`src/hdl/kbd_pkg.sv`:
```
package kbd_pkg;

  localparam int unsigned PixW   = 8;
  localparam int unsigned SumW   = 16;
  localparam int unsigned CntW   = 9;
  localparam int unsigned SubW   = 4;
  localparam int unsigned DivW   = 24;
  localparam int unsigned DsrW   = 9;
  localparam int unsigned BitCtW = 5;

  localparam logic [1:0] RegFactor = 2'd0;
  localparam logic [1:0] RegWidth  = 2'd1;
  localparam logic [1:0] RegKey    = 2'd2;

  typedef struct packed {
    logic [4:0]  factor;
    logic [10:0] width;
    logic [7:0]  key;
  } cfg_t;

  typedef struct packed {
    logic [PixW-1:0] red;
    logic [PixW-1:0] green;
    logic [PixW-1:0] blue;
  } pix_t;

  // one column's running block totals
  typedef struct packed {
    logic [SumW-1:0] sum_r;
    logic [SumW-1:0] sum_g;
    logic [SumW-1:0] sum_b;
    logic [CntW-1:0] cnt;
  } acc_t;

  // finished block handed to the divider side
  typedef struct packed {
    acc_t            acc;
    logic            row_end;
    logic [7:0]      scale;
    logic [DsrW-1:0] fsq;
  } job_t;

  typedef enum logic [1:0] {
    BIdle,
    BDiv,
    BOut
  } back_state_e;

  function automatic logic [DivW-1:0] times255(input logic [DivW-1:0] x);
    return (x << 8) - x;
  endfunction

  function automatic logic [PixW-1:0] sat8(input logic [DivW-1:0] x);
    return (x[DivW-1:PixW] != '0) ? 8'hff : x[PixW-1:0];
  endfunction

endpackage

```
`src/hdl/kbd_queue.sv`:
```
module kbd_queue import kbd_pkg::*; #(
  parameter int unsigned Depth = 4
) (
  input  logic clk_i,
  input  logic rst_ni,
  input  logic push_i,
  input  job_t data_i,
  output logic full_o,
  input  logic pop_i,
  output job_t data_o,
  output logic empty_o
);

  localparam int unsigned PtrW = (Depth > 1) ? $clog2(Depth) : 1;

  job_t            slot_q [Depth];
  logic [PtrW-1:0] wr_q, wr_d, rd_q, rd_d;
  logic [PtrW:0]   cnt_q, cnt_d;

  function automatic logic [PtrW-1:0] bump(input logic [PtrW-1:0] p);
    return (p == PtrW'(Depth - 1)) ? '0 : p + 1'b1;
  endfunction

  always_comb begin
    wr_d  = push_i ? bump(wr_q) : wr_q;
    rd_d  = pop_i ? bump(rd_q) : rd_q;
    cnt_d = cnt_q + (PtrW+1)'(push_i) - (PtrW+1)'(pop_i);
  end

  always_ff @(posedge clk_i or negedge rst_ni) begin
    if (!rst_ni) begin
      wr_q  <= '0;
      rd_q  <= '0;
      cnt_q <= '0;
    end else begin
      wr_q  <= wr_d;
      rd_q  <= rd_d;
      cnt_q <= cnt_d;
    end
  end

  always_ff @(posedge clk_i) begin
    if (push_i) begin
      slot_q[wr_q] <= data_i;
    end
  end

  assign data_o  = slot_q[rd_q];
  assign empty_o = (cnt_q == '0);
  assign full_o  = (cnt_q == (PtrW+1)'(Depth));

endmodule

```
`config.mk`:
```
export PLATFORM = sky130hd
export DESIGN_NAME = kbd_queue
export DESIGN_NICKNAME = d
export VERILOG_FILES = /design/src/hdl/kbd_pkg.sv /design/src/hdl/kbd_queue.sv
export SDC_FILE = /design/constraint.sdc
export NUM_CORES = 1
export LEC_CHECK = 0
export ABC_AREA = 1
export BUFFER_PORTS_ARGS = -buffer_cell sky130_fd_sc_hd__buf_2
export CELL_PAD_IN_SITES_DETAIL_PLACEMENT = 2
export CELL_PAD_IN_SITES_GLOBAL_PLACEMENT = 2
export CORE_UTILIZATION = 34
export DETAILED_ROUTE_END_ITERATION = 10
export PLACE_DENSITY_LB_ADDON = 0.1
export SLEW_MARGIN = 20
export SYNTH_ARGS = -nofsm -noshare
export SYNTH_HDL_FRONTEND = slang
export SYNTH_SLANG_ARGS = --single-unit
```
`constraint.sdc`:
```
create_clock -name clk_i -period 2.4 [get_ports clk_i]
set_input_delay 0.12 -clock clk_i [delete_from_list [all_inputs] [get_ports clk_i]]
set_output_delay 0.12 -clock clk_i [all_outputs]
set_load 0.005 [all_outputs]
```
==> impl_metrics.yaml <==
clock_tree:
  cts_root_buffer: "clkbuf_16"
  cts_inserted_buffers: 36
  ctsResizeCount: 0
  cts_setup_buffers: 0
  cts_tree: "built"
  cts.path.max_buffers: 3
  cts.clk_slew.worst_paths_ns: 0.06
  clk_latency_ns: 0.50
  htree_num_levels: 2
  cts.sinks: 307
floorplanning:
  die_area_um2: 39100
  start_util: 0.346
  coreArea_um2: 37700
  num_rows: 71
  die_w_um: 198
  io_pins: 156
  die_height_um: 198
sta:
  clock.fmax_mhz: 480
  tns_ns: 0
  fin_crit_sh: 0.867
  setup_violations: 0
  min_period_ns: 2.08
  rsz0062_at_grt: "no"
  final-max-slew-violation-count: 0
  whs_ns: 0.373
  setup_ws_ns: 0.319
  worst_clock_skew_ns: 0.0118
  max_slew.worst_pin.slew_ns: 0.608
  hold_violations: 0
  slew-limit-headroom: 0.594
setup_path:
  cpPeakStageDelay_ns: 0.45
  startpoint_type: "register"
  cp-end-kind: "output port"
  cp_max_fo: 116
  crit_top_cell: "nand2_1"
  arrival_ns: 1.96
  setup.worst_path.class: "register to output port"
  cp_cell_sequence: "buf_12 > nand2_1 > nand3_1 > nand2_1 > buf_2"
  slowest_stage: "dfrtp_4"
  ff2ff_path_depth: 5
  required_ns: 2.28
global_route:
  grt_max_degree: 117
  first_global_vias: 10100
  grt_pass1_wl_mm: 54.4
  grt_antenna_before_repair: 1
  grt.total_usage: 0.183
  gr-total-overflow: 0
drt:
  wl_per_cell_um: 17.3
  dr.pass1.iters: 6
  drt-met1-wl_mm: 14.7
  viasPerCell: 4.50
  antenna_left: 0
  drtIter0Drc: 273
  wl_met3_mm: 1.16
  wl_met2_mm: 18.1
  vias: 9008
  wirelength_mm: 34.6
  maxUsedRoutingLayer: "met4"
  drc: 0
placement:
  dpl.hpwl_mm: 20.1
  portBuffers: 155
  place_area_um2: 14500
  gp_congestion: 0.682
  place_ws_ns: 0.437
  placed_cells: 1860
status:
  status: "finished, final reports clean"
logic_synthesis:
  ys_ff_latch: 307
  synth_compound_area_frac: 0.00154
  postSynthCellCount: 1225
  synthAdderAreaFrac: 0.00825
  yosys_warnings: 0
  synth_area_um2: 13000
  syn_area_per_cell_um2: 10.6
  ys_seq_area_frac: 0.704
  synth.mux.area_fraction: 0
  ys_types: 17
  synthXorXnorAreaFrac: 0
  yosys.area_share.simple: 0.171
  synth_top_family_by_area: "simple AND/OR/NAND/NOR gates"
  syn_nets: 1312
finish:
  drive_above_1_share: 0.151
  nNetsFinal: 1553
  fin_cells: 2003
  final_area_um2: 16300
  syn2layout_area_growth_pct: 25.2
  post-route-util: 0.434
power_and_ir_drop:
  irDropWorstVdd_v: 0.000682
  power_leakage_nw: 7.46
  power.density_nw_per_um2: 1090
  power_mw: 17.8
worst_hold_path:
  holdPathStages: 2
  worstHoldPathType: "input pin to register"
run:
  cap_violations: 0
-- cell usage in the layout (no fill, tap or decap) --
cell	instances
diode_2	1
dfrtp_1	5
nand3_1	151
fa_1	1
inv_4	1
clkbuf_1	11
edfxtp_1	300
nor3_1	2
clkbuf_8	1
inv_1	308
buf_4	4
ha_1	7
o21ai_1	1
buf_12	14
buf_2	155
clkbuf_16	37
dfrtp_4	2
nand2_1	388
o21ai_0	3
clkinvlp_4	5
dlygate4sd3_1	79
clkinv_2	5
nor2_1	2
bufinv_16	1
clkinv_1	8
-- report_power, final --
part	leakage, nW	switching [mW]	internal [mW]	total [mW]
Sequential	2.84	0.234	6.88	7.11
Clock	0.519	2.04	2.96	5.00
Combinational	4.11	3.74	1.96	5.70
Total	7.46	6.02	11.8	17.8
-- kinds of logic after synthesis --
group           count (synthesis)
simple gates                  543
buf+inv                       363
flops                         307
fa+ha+maj                       8
compound gates                  4
-- state kept, by name, summed over array words and instances (netlist names) --
name	cells
rd_q	2
slot_q	300
cnt_q	3
wr_q	2
-- cell usage after synthesis (all sizes together) --
master  count  area (um2)
buf        44         300
clkbuf      5        18.8
dfrtp       7         175
edfxtp    300        9010
fa          1        20.0
ha          7        87.6
inv       314        1180
nand2     388        1460
nand3     151         756
nor2        2        7.51
nor3        2        10.0
o21ai       4        20.0
-- path summary, 6_finish.rpt --
| kind | startpoint | endpoint | slack [ns] |
|---|---|---|---|
| worst max-delay path | rd_q[0]$_DFFE_PN0P_ | data_o[40] | 0.32 |
| worst min-delay path | data_i[67] | slot_q[0][67]$_DFFE_PP_ | 0.37 |
| worst max register to register | wr_q[0]$_DFFE_PN0P_ | slot_q[2][38]$_DFFE_PP_ | 0.49 |
| worst min register to register | wr_q[1]$_DFFE_PN0P_ | wr_q[1]$_DFFE_PN0P_ | 0.65 |
| max in group asynchronous | rst_ni | rd_q[0]$_DFFE_PN0P_ | 1.44 |
| min in group asynchronous | rst_ni | cnt_q[0]$_DFF_PN0_ | 0.61 |
-- final cells by class --
type	count	area, um2
Fill cell	4015	21300
Sequential cell	307	9190
Multi-Input combinational cell	555	2360
Timing Repair Buffer	252	1880
Inverter	314	1200
Clock buffer	49	981
Tap cell	511	639
Clock inverter	14	87.6
Antenna cell	1	2.50
-- timing repair --
| action | in CTS | in global routing |
|---|---|---|
| hold buffers | 79 | 0 |
| hold endpoints to repair | 312 | 0 |
| setup endpoints to repair | 0 | 0 |
-- critical path: cells and delay by family, from the launching register on --
family	cells	cell delay, ns
buffers and inverters	2	0.58
DFF	1	0.45
and+or+nand+nor	3	0.33
-- metal layers --
metal | vias to the layer above | GRT usage
met4 | 0 | 0.0488
met3 | 48 | 0.0290
met5 | - | 0
met2 | 136 | 0.339
met1 | 4524 | 0.217
li1 | 4300 | -
No activity file was read; power rests on OpenSTA's default activity.
