File: config.mk
export PLATFORM = sky130hd
export DESIGN_NAME = kbd_back
export DESIGN_NICKNAME = d
export VERILOG_FILES = /design/src/hdl/kbd_pkg.sv /design/src/hdl/kbd_back.sv
export SDC_FILE = /design/constraint.sdc
export NUM_CORES = 1
export LEC_CHECK = 0
export BUFFER_PORTS_ARGS = -buffer_cell sky130_fd_sc_hd__buf_2
export CAP_MARGIN = 15
export CORE_UTILIZATION = 30
export CTS_CLUSTER_DIAMETER = 40
export DETAILED_ROUTE_END_ITERATION = 6
export PLACE_DENSITY = 0.49
export SLEW_MARGIN = 40
export SYNTH_ARGS = -nofsm -noshare
export SYNTH_HDL_FRONTEND = slang
export SYNTH_SLANG_ARGS = --single-unit
File: constraint.sdc
create_clock -name clk_i -period 4.94 [get_ports clk_i]
set_input_delay 0.247 -clock clk_i [delete_from_list [all_inputs] [get_ports clk_i]]
set_output_delay 0.247 -clock clk_i [all_outputs]
set_load 0.05 [all_outputs]
File: src/hdl/kbd_pkg.sv
package kbd_pkg;

  localparam int unsigned PixW   = 8;
  localparam int unsigned SumW   = 16;
  localparam int unsigned CntW   = 9;
  localparam int unsigned SubW   = 4;
  localparam int unsigned DivW   = 24;
  localparam int unsigned DsrW   = 9;
  localparam int unsigned BitCtW = 5;

  localparam logic [1:0] RegFactor = 2'd0;
  localparam logic [1:0] RegWidth  = 2'd1;
  localparam logic [1:0] RegKey    = 2'd2;

  typedef struct packed {
    logic [4:0]  factor;
    logic [10:0] width;
    logic [7:0]  key;
  } cfg_t;

  typedef struct packed {
    logic [PixW-1:0] red;
    logic [PixW-1:0] green;
    logic [PixW-1:0] blue;
  } pix_t;

  // one column's running block totals
  typedef struct packed {
    logic [SumW-1:0] sum_r;
    logic [SumW-1:0] sum_g;
    logic [SumW-1:0] sum_b;
    logic [CntW-1:0] cnt;
  } acc_t;

  // finished block handed to the divider side
  typedef struct packed {
    acc_t            acc;
    logic            row_end;
    logic [7:0]      scale;
    logic [DsrW-1:0] fsq;
  } job_t;

  typedef enum logic [1:0] {
    BIdle,
    BDiv,
    BOut
  } back_state_e;

  function automatic logic [DivW-1:0] times255(input logic [DivW-1:0] x);
    return (x << 8) - x;
  endfunction

  function automatic logic [PixW-1:0] sat8(input logic [DivW-1:0] x);
    return (x[DivW-1:PixW] != '0) ? 8'hff : x[PixW-1:0];
  endfunction

endpackage

File: src/hdl/kbd_back.sv
module kbd_back import kbd_pkg::*; (
  input  logic       clk_i,
  input  logic       rst_ni,
  input  logic       q_empty_i,
  input  job_t       job_i,
  output logic       pop_o,
  output logic       out_valid_o,
  input  logic       out_ready_i,
  output logic [7:0] red_o,
  output logic [7:0] green_o,
  output logic [7:0] blue_o,
  output logic [7:0] alpha_o,
  output logic       row_end_o
);

  back_state_e       state_q, state_d;
  job_t              job_q;
  logic [2:0]        op_q, op_d, op_nx;
  logic [BitCtW-1:0] bit_q, bit_d;
  logic [DsrW:0]     rem_q, rem_d, shifted;
  logic [DivW-1:0]   dq_q, dq_d, ndvd;
  logic [DsrW-1:0]   dsr_q, dsr_d, ndsr;
  logic              ge, load_job;
  logic [7:0]        red_q, green_q, blue_q, alpha_q;
  logic [7:0]        red_d, green_d, blue_d, alpha_d;

  localparam logic [2:0] OpAlpha = 3'd6;

  always_comb begin
    // one restoring step per cycle
    shifted = {rem_q[DsrW-1:0], dq_q[DivW-1]};
    ge      = shifted >= {1'b0, dsr_q};
    rem_d   = ge ? shifted - {1'b0, dsr_q} : shifted;
    dq_d    = {dq_q[DivW-2:0], ge};

    op_nx = op_q + 3'd1;
    case (op_nx)
      3'd2:    begin ndvd = times255(DivW'(job_q.acc.sum_g)); ndsr = DsrW'(job_q.scale); end
      3'd4:    begin ndvd = times255(DivW'(job_q.acc.sum_b)); ndsr = DsrW'(job_q.scale); end
      OpAlpha: begin ndvd = times255(DivW'(job_q.acc.cnt));   ndsr = job_q.fsq; end
      default: begin ndvd = dq_d;                             ndsr = job_q.acc.cnt; end
    endcase

    state_d  = state_q;
    op_d     = op_q;
    bit_d    = bit_q;
    red_d    = red_q;
    green_d  = green_q;
    blue_d   = blue_q;
    alpha_d  = alpha_q;
    pop_o    = 1'b0;
    load_job = 1'b0;
    case (state_q)
      BIdle: begin
        if (!q_empty_i) begin
          pop_o    = 1'b1;
          load_job = 1'b1;
          op_d     = '0;
          bit_d    = '0;
          if (job_i.acc.cnt == '0) begin
            red_d   = 8'hff;
            green_d = 8'hff;
            blue_d  = 8'hff;
            alpha_d = 8'h00;
            state_d = BOut;
          end else begin
            state_d = BDiv;
          end
        end
      end
      BDiv: begin
        bit_d = bit_q + 1'b1;
        if (bit_q == BitCtW'(DivW - 1)) begin
          bit_d = '0;
          op_d  = op_nx;
          case (op_q)
            3'd1:    red_d   = sat8(dq_d);
            3'd3:    green_d = sat8(dq_d);
            3'd5:    blue_d  = sat8(dq_d);
            OpAlpha: alpha_d = sat8(dq_d);
            default: ;
          endcase
          if (op_q == OpAlpha) begin
            state_d = BOut;
          end
        end
      end
      BOut: begin
        if (out_ready_i) begin
          state_d = BIdle;
        end
      end
      default: state_d = BIdle;
    endcase
  end

  always_ff @(posedge clk_i or negedge rst_ni) begin
    if (!rst_ni) begin
      state_q <= BIdle;
      op_q    <= '0;
      bit_q   <= '0;
    end else begin
      state_q <= state_d;
      op_q    <= op_d;
      bit_q   <= bit_d;
    end
  end

  always_ff @(posedge clk_i) begin
    red_q   <= red_d;
    green_q <= green_d;
    blue_q  <= blue_d;
    alpha_q <= alpha_d;
    if (load_job) begin
      job_q <= job_i;
      rem_q <= '0;
      dq_q  <= times255(DivW'(job_i.acc.sum_r));
      dsr_q <= DsrW'(job_i.scale);
    end else if (state_q == BDiv) begin
      if (bit_q == BitCtW'(DivW - 1)) begin
        // chain the next division
        rem_q <= '0;
        dq_q  <= ndvd;
        dsr_q <= ndsr;
      end else begin
        rem_q <= rem_d;
        dq_q  <= dq_d;
      end
    end
  end

  assign out_valid_o = (state_q == BOut);
  assign red_o       = red_q;
  assign green_o     = green_q;
  assign blue_o      = blue_q;
  assign alpha_o     = alpha_q;
  assign row_end_o   = job_q.row_end;

endmodule
==> results of run 1 <==
==> layout make-up <==
class	count	area (µm²)	area share [%]
Clock buffer	20	437	4.06
Inverter	60	226	2.11
Timing Repair Buffer	164	1060	9.85
Tap cell	384	480	4.47
Multi-Input combinational cell	638	4280	39.9
Sequential cell	143	4140	38.6
Clock inverter	12	113	1.05
==> sequential cells by signal, summed over array words and instances, names as in the netlist, 2 cells and up <==
register  cells
state_q       2
job_q        58
alpha_o       8
dq_q         24
bit_q         5
green_o       8
dsr_q         9
op_q          3
rem_q         9
blue_o        8
red_o         8
==> logic make-up after synthesis <==
| group | after synthesis | share of synthesized area, % |
|---|---|---|
| xor gates and xnor gates | 76 | 7.58 |
| adders and majority gates | 46 | 6.64 |
| and+or+nand+nor | 269 | 15.0 |
| buffers and inverters | 96 | 4.10 |
| DFF | 143 | 47.2 |
| muxes | 18 | 2.18 |
| AOI/OAI and AO/OA | 229 | 17.3 |
==> power breakdown <==
group | internal, W | leakage, nW | total (W) | switching (W)
Combinational | 0.000738 | 2.52 | 0.00196 | 0.00123
Clock | 0.000697 | 0.254 | 0.00124 | 0.000538
Sequential | 0.00175 | 1.32 | 0.00200 | 0.000249
Total | 0.00319 | 4.09 | 0.00520 | 0.00201
==> Yosys cell counts, types with 3 or more instances <==
master      n  area [µm²]
o21bai_1    3        22.5
mux2i_1     9        90.1
nor2b_1     7        43.8
or4_1       4        30.0
a31oi_1    18         113
dfxtp_1    10         200
o31ai_1     6        45.0
ha_1       45         563
o22ai_1     8        50.1
a22oi_1    11        82.6
nand4_1     9        56.3
o21ai_0    60         300
a21o_1     16         120
xor2_1     24         210
dfrtp_1    10         250
a211o_1     5        43.8
mux2_2      9         101
nor4_1     17         106
inv_1      58         218
o21a_1      4        30.0
nand2b_1    8        50.1
clkbuf_1   32         120
a21oi_1    42         210
o221ai_1    6        52.6
o211ai_1   11        82.6
or3_1      21         131
a22o_1      4        35.0
nand2_1    66         248
nand3_1    15        75.1
a211oi_1    4        30.0
nor3_1     27         135
buf_1       4        15.0
edfxtp_1  123        3690
a221oi_1    3        26.3
a221o_1     5        50.1
and2_1      4        25.0
o311ai_0    4        35.0
nor2_1     77         289
xnor2_1    52         455
==> final timing paths <==
kind	end	cells past startpoint	slack [ns]	start
worst max-delay path	dq_q[18]$_DFFE_PP_	11	1.41	op_q[0]$_DFFE_PN0P_
worst max register to register	dq_q[18]$_DFFE_PP_	11	1.41	op_q[0]$_DFFE_PN0P_
max in group asynchronous	op_q[1]$_DFFE_PN0P_	2	4.49	rst_ni
worst min register to register	rem_q[4]$_SDFFE_PP0P_	2	0.48	rem_q[4]$_SDFFE_PP0P_
min in group asynchronous	state_q[1]$_DFFE_PN0P_	2	0.24	rst_ni
worst min-delay path	job_q[24]$_DFFE_PP_	1	0.02	job_i[24]
==> cells in the final DEF (no fill, tap or decap), types with 21 or more instances in the layout <==
cell,Yosys,routed
edfxtp_1,123,123
buf_2,0,113
nor2_1,77,77
nand2_1,66,66
o21ai_0,60,60
inv_1,58,57
xnor2_1,52,52
ha_1,45,45
dlygate4sd3_1,0,44
a21oi_1,42,42
nor3_1,27,27
xor2_1,24,24
or3_1,21,21
==> per-stage QoR <==
stage	setup WS (ns)	hold slack, ns	instance area, µm²	total power (W)	std cells
after floorplan	1.03	-0.0486	8780	0.00340	877
after global placement	1.48	0.143	9750	0.00397	1345
after detailed placement	1.42	0.135	9750	0.00397	1345
after CTS	1.40	0.000505	10700	0.00524	1421
after global routing	1.14	0.00135	10700	0.00553	1421
final	1.41	0.0207	10700	0.00520	1421
==> layer usage <==
metal  global-route usage, %  vias to the layer above  share of wire [%]
met5                       0                        -                  0
met4                    5.31                        0                1.8
met3                    3.39                       26                4.7
met2                    26.4                      195                 46
met1                    22.5                     3397                 48
li1                        -                     3562                  -
==> reports/results.ini, run 1 <==
[critical_path]
worstPathRequired_ns = 5.09
critPathMaxStageDelay_ns = 0.62
crit_path_cell_trace = ha_1 > ha_1 > buf_4 > nor2b_1 > buf_4 > o21ai_0 > buf_4 > a21oi_1 > o21ai_0 > o211ai_1 > o311ai_0
crit_type = flop to flop
critPathCaptureType = flop
cp_slowest_cell = nor2b_1
cp-start-kind = flop
crit_family = compound AO/OA/AOI/OAI gates
cpMostUsedCell = buf_4
crit_path_max_fanout = 29
critPathBufInv = 3
crit_arrival_ns = 3.67

[synthesis]
async_flop_share_pct = 6.99
synth_warnings = 0
synthFlopType = edfxtp_1
ys_ff_latch = 143
syn-instance-count = 877
synth.avg_cell_area_um2 = 10.0
synth.distinct_cells = 66
netlist_area_mm2 = 0.00878
synth-edff-count = 123
seq_area_frac_synth_pct = 47.2
synth_fp_nets = 1002

[die]
rows = 62
ios = 114
core_area_mm2 = 0.0288
initial_core_util_pct = 30.5
die_w_um = 173
dieArea_mm2 = 0.0300
die-height_um = 173

[cells_and_area]
n_antenna_cell = 0
fillers = 2878
syn_to_final_growth_pct = 22.3
final_nets = 1149
post-route-util_pct = 37.3
drive_above_1_share_pct = 16.5

[power]
power.leakage_nw = 4.09
vdd_ir_drop_max_mv = 0.237
powerDensity_mw_per_mm2 = 484

[grt]
grt_max_degree = 55
overflow = 0
grt_pass1_wl_um = 38700
grt_pass1_vias = 6966
grt_antenna_before_repair = 1
track_usage_pct = 16.6

[clock_tree]
cts_buffers = 17
tritoncts = done
clock_sinks = 143
cts_max_level = 4
cts_root_buf = clkbuf_16
max-clock-path-buffers = 2
postCtsHoldBufs = 44
clock_latency_ns = 0.42
cts.repair.resized = 0
clk_pin_slew_ns = 0.06
cts_setup_buffers = 0

[timing]
finalClockSkew_ns = 0.0130
setup_viol = 0
clock.fmax_mhz = 284
tns_ns = 0
maxSlewHeadroom_pct = 45.8
hold_viol_final = 0
tightest_slew_ns = 0.814
slew_violations = 0
post-route-min-period_ns = 3.53
period_share_pct = 71.4
rsz0062_at_grt = no

[placed_design]
dpl.hpwl_um = 18400
port_buffers = 113
gp_congestion = 0.862

[drt]
drt-initial-drc-count = 523
first_pass_iters = 5
wl_per_cell_um = 17.4
vias = 7180
ant_nets = 0
drt-vias-per-instance = 5.05
post-route-drc-count = 0
wirelength_um = 24700

[hold_path]
holdCritPathClass = input pin to flop

[outcome]
status = complete, no violations

[flow_run]
maxCapViolCount = 0

Note: power is estimated with default switching activity, not from simulation.
==> run 2, diff against run 1 <==
--- a/config.mk
+++ b/config.mk
@@ -5,6 +5,7 @@
 export SDC_FILE = /design/constraint.sdc
 export NUM_CORES = 1
 export LEC_CHECK = 0
+export ABC_AREA = 1
 export BUFFER_PORTS_ARGS = -buffer_cell sky130_fd_sc_hd__buf_2
 export CAP_MARGIN = 15
 export CORE_UTILIZATION = 30
==> constraint.sdc (replaced) <==
create_clock -name clk_i -period 3.44 [get_ports clk_i]
set_input_delay 0.172 -clock clk_i [delete_from_list [all_inputs] [get_ports clk_i]]
set_output_delay 0.172 -clock clk_i [all_outputs]
set_load 0.05 [all_outputs]
==> run 2 against run 1 <==
The flow now finishes with violations (DRC). Clock-buffer cell count fell by 3. Largest cell class unchanged. Maximum frequency grew 23%. Via count rose by 30%. Worst setup slack lost 0.84 ns. Non-clock buffer count up 21. Clock skew decreased by 0.0038 ns. Critical path depth is 2 higher. Clock power increased by 61%. Power rose by 51%. Core utilization is 0.84 points higher. Wire length increased by 23%.
==> reports/results.ini, run 2 <==
[cells_and_area]
layout_commonest_cell = nand2_1
top_register = job_q
drive_above_1_share_pct = 13.5  ; -3.0 points
largest_reg_flops = 58  ; unchanged
final_nets = 1606  ; +40%
post-route-util_pct = 38.2  ; +0.84 points
syn_to_final_growth_pct = 23.6
mostFrequentLayoutCells = nand2_1, inv_1, nor2_1
n_antenna_cell = 0  ; unchanged
top_regs = job_q (58), dq_q (24)

[synthesis]
synth_top_family_by_area = simple AND/OR/NAND/NOR gates
synth_top_area_share_pct = 37.5  ; -4.5 points
synth-simple-area-share_pct = 30.0  ; +15 points
ys_top_cells_by_count = nand2_1, inv_1, nor2_1
yosysMostFrequentCell = nand2_1
yosys.area.top_type = edfxtp_1
synth_mux_area_share_pct = 0  ; -2.2 points
synthFlopType = edfxtp_1
synth_xor_area_share_pct = 1.42  ; -6.2 points
synth_warnings = 0  ; unchanged
seq_area_frac_synth_pct = 42.1  ; -5.1 points
ys_ff_latch = 143  ; unchanged
synth_compound_area_share_pct = 12.2  ; -5.1 points
syn-instance-count = 1299  ; +48%
netlist_area_mm2 = 0.00984  ; +12%
synth_area_leaders = edfxtp_1, nand2_1, inv_1
synthAdderAreaFrac_pct = 5.92  ; -0.71 points
synth.distinct_cells = 54  ; -18%
async_flop_share_pct = 6.99  ; unchanged
synth_fp_nets = 1424  ; +42%
synth-edff-count = 123  ; unchanged
synth.avg_cell_area_um2 = 7.58  ; -24%

[power]
switching_power_w = 0.00319  ; +59%
total_power_w = 0.00784  ; +51%
p_int_w = 0.00465  ; +46%
switching_share_pct = 40.7  ; +2.0 points
power.leakage_nw = 5.11  ; +25%
powerDensity_mw_per_mm2 = 644  ; +33%
vdd_ir_drop_max_mv = 0.305  ; +29%
p_clk_share_pct = 25.5  ; +1.7 points
p_seq_share_pct = 35.9  ; -2.6 points
pwr-share-comb_pct = 38.6  ; +0.8 points

[clock_tree]
cts_root_buf = clkbuf_16
clk_pin_slew_ns = 0.07  ; about the same
tritoncts = done
cts_setup_buffers = 0  ; unchanged
clock_latency_ns = 0.45  ; +0.03 ns
cts_buffers = 17  ; unchanged
clock_sinks = 143  ; unchanged
max-clock-path-buffers = 2  ; unchanged
cts_max_level = 4  ; unchanged

[drt]
vias = 9322  ; +30%
post-route-drc-count = 2  ; +2
wl_per_cell_um = 15.8  ; -9.2%
first_pass_iters = 7  ; +2
wirelength_um = 30400  ; +23%
drt-initial-drc-count = 639  ; +22%
drt-vias-per-instance = 4.83  ; -4.4%
ant_nets = 0  ; unchanged

[outcome]
status = complete, but fails checks
violations = DRC

[placed_design]
dpl.hpwl_um = 23600  ; +28%
gp_congestion = 0.907  ; +5.2%
port_buffers = 113  ; unchanged

[grt]
overflow = 0  ; unchanged
grt_pass1_wl_um = 48400  ; +25%
grt_pass1_vias = 8905  ; +28%
grt_max_degree = 51  ; -7.3%
track_usage_pct = 18.6  ; +2.1 points
grt_antenna_before_repair = 0  ; -1

[timing]
setup_viol = 0  ; unchanged
rsz0062_at_grt = no
hold_ws_ns = 0.141  ; +0.121 ns
hold_viol_final = 0  ; unchanged
clock.fmax_mhz = 349  ; +23%
finalClockSkew_ns = 0.00917  ; -0.00385 ns
tightest_slew_ns = 0.745  ; -0.0683 ns
tns_ns = 0  ; unchanged
period_share_pct = 83.3  ; +12 points
slew_violations = 0  ; unchanged
post-route-min-period_ns = 2.86  ; -0.663 ns
maxSlewHeadroom_pct = 50.2  ; +4.5 points

[die]
initial_core_util_pct = 30.9  ; +0.36 points
rows = 65  ; +4.8%
ios = 114  ; unchanged
core_area_mm2 = 0.0319  ; +11%
die_w_um = 183  ; +5.8%
dieArea_mm2 = 0.0335  ; +12%
die-height_um = 183  ; +5.8%

[hold_path]
holdCritPathClass = input pin to async pin

[critical_path]
crit_type = flop to flop
crit_path_max_fanout = 27  ; -6.9%
r2r-start = op_q[0]$_DFFE_PN0P_
cp-start-kind = flop
crit_arrival_ns = 3.06  ; -0.61 ns
critPathCaptureType = flop
startpoint = op_q[0]$_DFFE_PN0P_
worstPathRequired_ns = 3.64  ; -1.45 ns

[flow_run]
maxCapViolCount = 0  ; unchanged

[run 2: changes by cell type after synthesis, sizes merged, moves of 40 or more]
| cell | change |
|---|---|
| nand3 | +112 |
| o21ai | +40 |
| nor2 | +92 |
| xnor2 | -47 |
| inv | +128 |
| nand2 | +253 |
[run 2: kinds of logic (layout without fill, tap and decap cells)]
kind of cell,Yosys count,in the layout
xor+xnor,16,16
buf+inv,209,404
flops,143,143
compound gates,213,213
simple gates,672,672
fa+ha+maj,46,46
[run 2: per-stage QoR]
| stage | setup slack (ns) | instance area (µm²) | instances |
|---|---|---|---|
| final | 0.576 | 12200 | 1929 |
| after global routing | 0.403 | 12200 | 1929 |
| after detailed placement | 0.598 | 10900 | 1837 |
| after floorplan | 1.19 | 9840 | 1299 |
| after global placement | 0.712 | 10900 | 1837 |
| after CTS | 0.581 | 12200 | 1929 |
[run 2: what timing repair did]
item / 4_1_cts / 5_1_grt
hold buffers: 60 / 0
resized for setup: 0 / 0
endpoints found under the hold margin: 69 / 0
[run 2: power by group through the flow]
stage	Combinational, W	Clock, W	Sequential (W)
after floorplan	0.00211	0	0.00287
after global placement	0.00297	0	0.00285
after detailed placement	0.00297	0	0.00285
after CTS	0.00303	0.00205	0.00282
after global routing	0.00342	0.00211	0.00287
final	0.00303	0.00200	0.00282
[run 2: final timing paths]
| kind | to | depth (start not counted) | slack, ns |
|---|---|---|---|
| setup / recovery | dq_q[16]$_DFFE_PP_ | 13 | 0.58 |
| hold / removal | state_q[1]$_DFFE_PN0P_ | 2 | 0.14 |
| setup reg to reg | dq_q[16]$_DFFE_PP_ | 13 | 0.58 |
| hold reg to reg | rem_q[1]$_SDFFE_PP0P_ | 2 | 0.48 |
| max in group asynchronous | op_q[1]$_DFFE_PN0P_ | 2 | 3.09 |
| min in group clk_i | state_q[1]$_DFFE_PN0P_ | 3 | 0.17 |
[run 2: layout make-up]
class / instances / area (µm²)
Clock buffer: 17 / 425
Clock inverter: 15 / 215
Fill cell: 3372 / 19700
Inverter: 187 / 704
Multi-Input combinational cell: 947 / 4880
Sequential cell: 143 / 4140
Tap cell: 435 / 544
Timing Repair Buffer: 185 / 1260
[run 2: layer usage]
| layer | routed length, µm | global-route usage (%) | vias up |
|---|---|---|---|
| li1 | - | - | 4734 |
| met1 | 14500 | 24.9 | 4311 |
| met2 | 14200 | 31.3 | 250 |
| met3 | 1190 | 2.62 | 27 |
| met4 | 488 | 5.10 | 0 |
| met5 | 0 | 0 | - |
[run 2: critical path, cell delays in order (launching register included)]
cell     delay (ns)
dfrtp_1        0.46
ha_1           0.24
ha_1           0.30
inv_2          0.10
nand2_4        0.10
inv_4          0.29
nor2_8         0.09
nor2_4         0.09
buf_4          0.26
inv_2          0.21
nor3_2         0.23
nand3_1        0.11
nand2_1        0.07
nand2_1        0.04
==> run 3, diff against run 2 <==
==> constraint.sdc (replaced) <==
create_clock -name clk_i -period 2.8 [get_ports clk_i]
set_input_delay 0.14 -clock clk_i [delete_from_list [all_inputs] [get_ports clk_i]]
set_output_delay 0.14 -clock clk_i [all_outputs]
set_load 0.05 [all_outputs]
==> run 3 against run 2 <==
Clock-buffer cell count unchanged. Critical endpoint is now dq_q[8]$_DFFE_PP_. Maximum frequency up 11%. Combinational power up 23%. Hold slack worse by 0.040 ns. Global-route usage increased by 0.22 points. The flow now finishes without violations.
==> reports/results.ini, run 3 (synthesized netlist as in run 2, its figures left out) <==
[outcome]
status = complete, no violations

[grt]
grt_pass1_vias = 8954  ; +0.55%
overflow = 0  ; unchanged
grt_max_degree = 50  ; -2.0%
track_usage_pct = 18.9  ; +0.22 points
grt_antenna_before_repair = 0  ; unchanged
grt_pass1_wl_um = 48900  ; +0.97%

[timing]
post-route-min-period_ns = 2.57  ; -0.294 ns
maxSlewHeadroom_pct = 48.0  ; -2.2 points
rsz0062_at_grt = no
setup_viol = 0  ; unchanged
period_share_pct = 91.8  ; +8.5 points
tightest_slew_ns = 0.777  ; +0.0312 ns
clock.fmax_mhz = 389  ; +11%
hold_ws_ns = 0.102  ; -0.0396 ns
slew_violations = 0  ; unchanged
hold_viol_final = 0  ; unchanged
finalClockSkew_ns = 0.00840  ; -0.000767 ns
tns_ns = 0  ; unchanged

[critical_path]
critPathCaptureType = flop
reg2reg_to = dq_q[8]$_DFFE_PP_
r2r-start = op_q[0]$_DFFE_PN0P_
ff2ff_path_depth = 10  ; -3
r2r_slack_ns = 0.23  ; -0.35 ns
worstPathRequired_ns = 2.98  ; -0.66 ns
crit_arrival_ns = 2.75  ; -0.31 ns
crit_path_end = dq_q[8]$_DFFE_PP_
crit_path_max_fanout = 25  ; -7.4%
cp-start-kind = flop
startpoint = op_q[0]$_DFFE_PN0P_
crit_type = flop to flop

[die]
ios = 114  ; unchanged
initial_core_util_pct = 30.9  ; unchanged
core_area_mm2 = 0.0319  ; unchanged
rows = 65  ; unchanged
die_w_um = 183  ; unchanged
dieArea_mm2 = 0.0335  ; unchanged
die-height_um = 183  ; unchanged

[drt]
wirelength_um = 30600  ; +0.67%
drt-vias-per-instance = 4.79  ; -0.97%
wl_per_cell_um = 15.9  ; +0.61%
vias = 9236  ; -0.92%
drt-initial-drc-count = 686  ; +7.4%
post-route-drc-count = 0  ; -2
ant_nets = 0  ; unchanged
first_pass_iters = 5  ; -2

[clock_tree]
clock_sinks = 143  ; unchanged
cts_root_buf = clkbuf_16
tritoncts = done
cts_buffers = 17  ; unchanged
cts_max_level = 4  ; unchanged
clk_pin_slew_ns = 0.07  ; about the same
clock_latency_ns = 0.44  ; about the same
max-clock-path-buffers = 2  ; unchanged
cts_setup_buffers = 0  ; unchanged

[cells_and_area]
mostFrequentLayoutCells = nand2_1, inv_1, nor2_1
top_register = job_q
layout_commonest_cell = nand2_1
drive_above_1_share_pct = 13.8  ; +0.26 points
syn_to_final_growth_pct = 23.1
final_nets = 1607  ; +0.062%
top_regs = job_q (58), dq_q (24)
n_antenna_cell = 0  ; unchanged
largest_reg_flops = 58  ; unchanged

[power]
pwr-share-comb_pct = 39.6  ; +1.0 points
vdd_ir_drop_max_mv = 0.378  ; +24%
switching_share_pct = 41.4  ; +0.70 points
p_clk_share_pct = 23.8  ; -1.7 points
power.leakage_nw = 5.09  ; -0.42%
p_seq_share_pct = 36.6  ; +0.7 points
p_int_w = 0.00554  ; +19%
powerDensity_mw_per_mm2 = 779  ; +21%
switching_power_w = 0.00391  ; +23%

[flow_run]
maxCapViolCount = 0  ; unchanged

[placed_design]
dpl.hpwl_um = 24000  ; +1.6%
port_buffers = 113  ; unchanged
gp_congestion = 0.918  ; +1.3%

[hold_path]
holdCritPathClass = input pin to async pin

==> run 3: through the flow <==
step           total power [W]  setup WS, ns  instances  instance area (µm²)  util, %
2_1_floorplan          0.00611         0.548       1299                 9840        -
3_3_place_gp           0.00719         0.301       1838                10900     34.3
3_5_place_dp           0.00718         0.197       1838                10900     34.3
4_1_cts                0.00952         0.182       1930                12100     38.0
5_1_grt                 0.0102        0.0638       1930                12100     38.0
6_report               0.00945         0.229       1930                12100     38.0
==> run 3: worst max-delay path, cell delays in order, from the launching register on <==
cell     delay, ns
dfrtp_1       0.45
ha_1          0.23
ha_1          0.30
nand2_1       0.31
inv_2         0.33
o21ai_0       0.19
o21ai_0       0.11
o21ai_0       0.10
nand2_1       0.08
o21ai_1       0.14
nand2_1       0.07
==> run 3: worst min-delay path by stage <==
stage / to / slack [ns]
4_1_cts: bit_q[2]$_DFFE_PN0P_ / 0.1
2_1_floorplan: bit_q[0]$_DFFE_PN0P_ / -0.16
3_5_place_dp: state_q[1]$_DFFE_PN0P_ / 0.03
5_1_grt: state_q[1]$_DFFE_PN0P_ / 0.12
3_3_place_gp: state_q[1]$_DFFE_PN0P_ / 0.03
6_report: state_q[0]$_DFFE_PN0P_ / 0.10
==> run 3: what timing repair did <==
item	4_1_cts	5_1_grt
setup endpoints to repair	0	1
resized for setup	0	1
hold endpoints to repair	69	0
hold buffers	60	0
==> run 3: per-layer routing <==
| metal | wire (µm) | share of wire, % | global-route usage [%] | vias to the layer above |
|---|---|---|---|---|
| met5 | 0 | 0 | 0 | - |
| met4 | 318 | 1.0 | 4.30 | 0 |
| met3 | 1020 | 3.3 | 3.12 | 26 |
| met2 | 14600 | 47 | 31.9 | 195 |
| met1 | 14700 | 48 | 25.1 | 4293 |
| li1 | - | - | - | 4722 |
==> run 3: layout make-up <==
class                           instances  area (µm²)
Multi-Input combinational cell        947        4880
Inverter                              187         707
Tap cell                              435         544
Sequential cell                       143        4140
Fill cell                            3377       19800
Timing Repair Buffer                  186        1280
Clock buffer                           17         425
Clock inverter                         15         138
==> run 3: power by group through the flow <==
stage               Combinational (W)  Clock [W]  Sequential, W
floorplan                     0.00259          0        0.00353
global placement              0.00368          0        0.00351
detailed placement            0.00368          0        0.00350
CTS                           0.00376    0.00230        0.00346
global route                  0.00426    0.00238        0.00352
finish                        0.00374    0.00225        0.00346
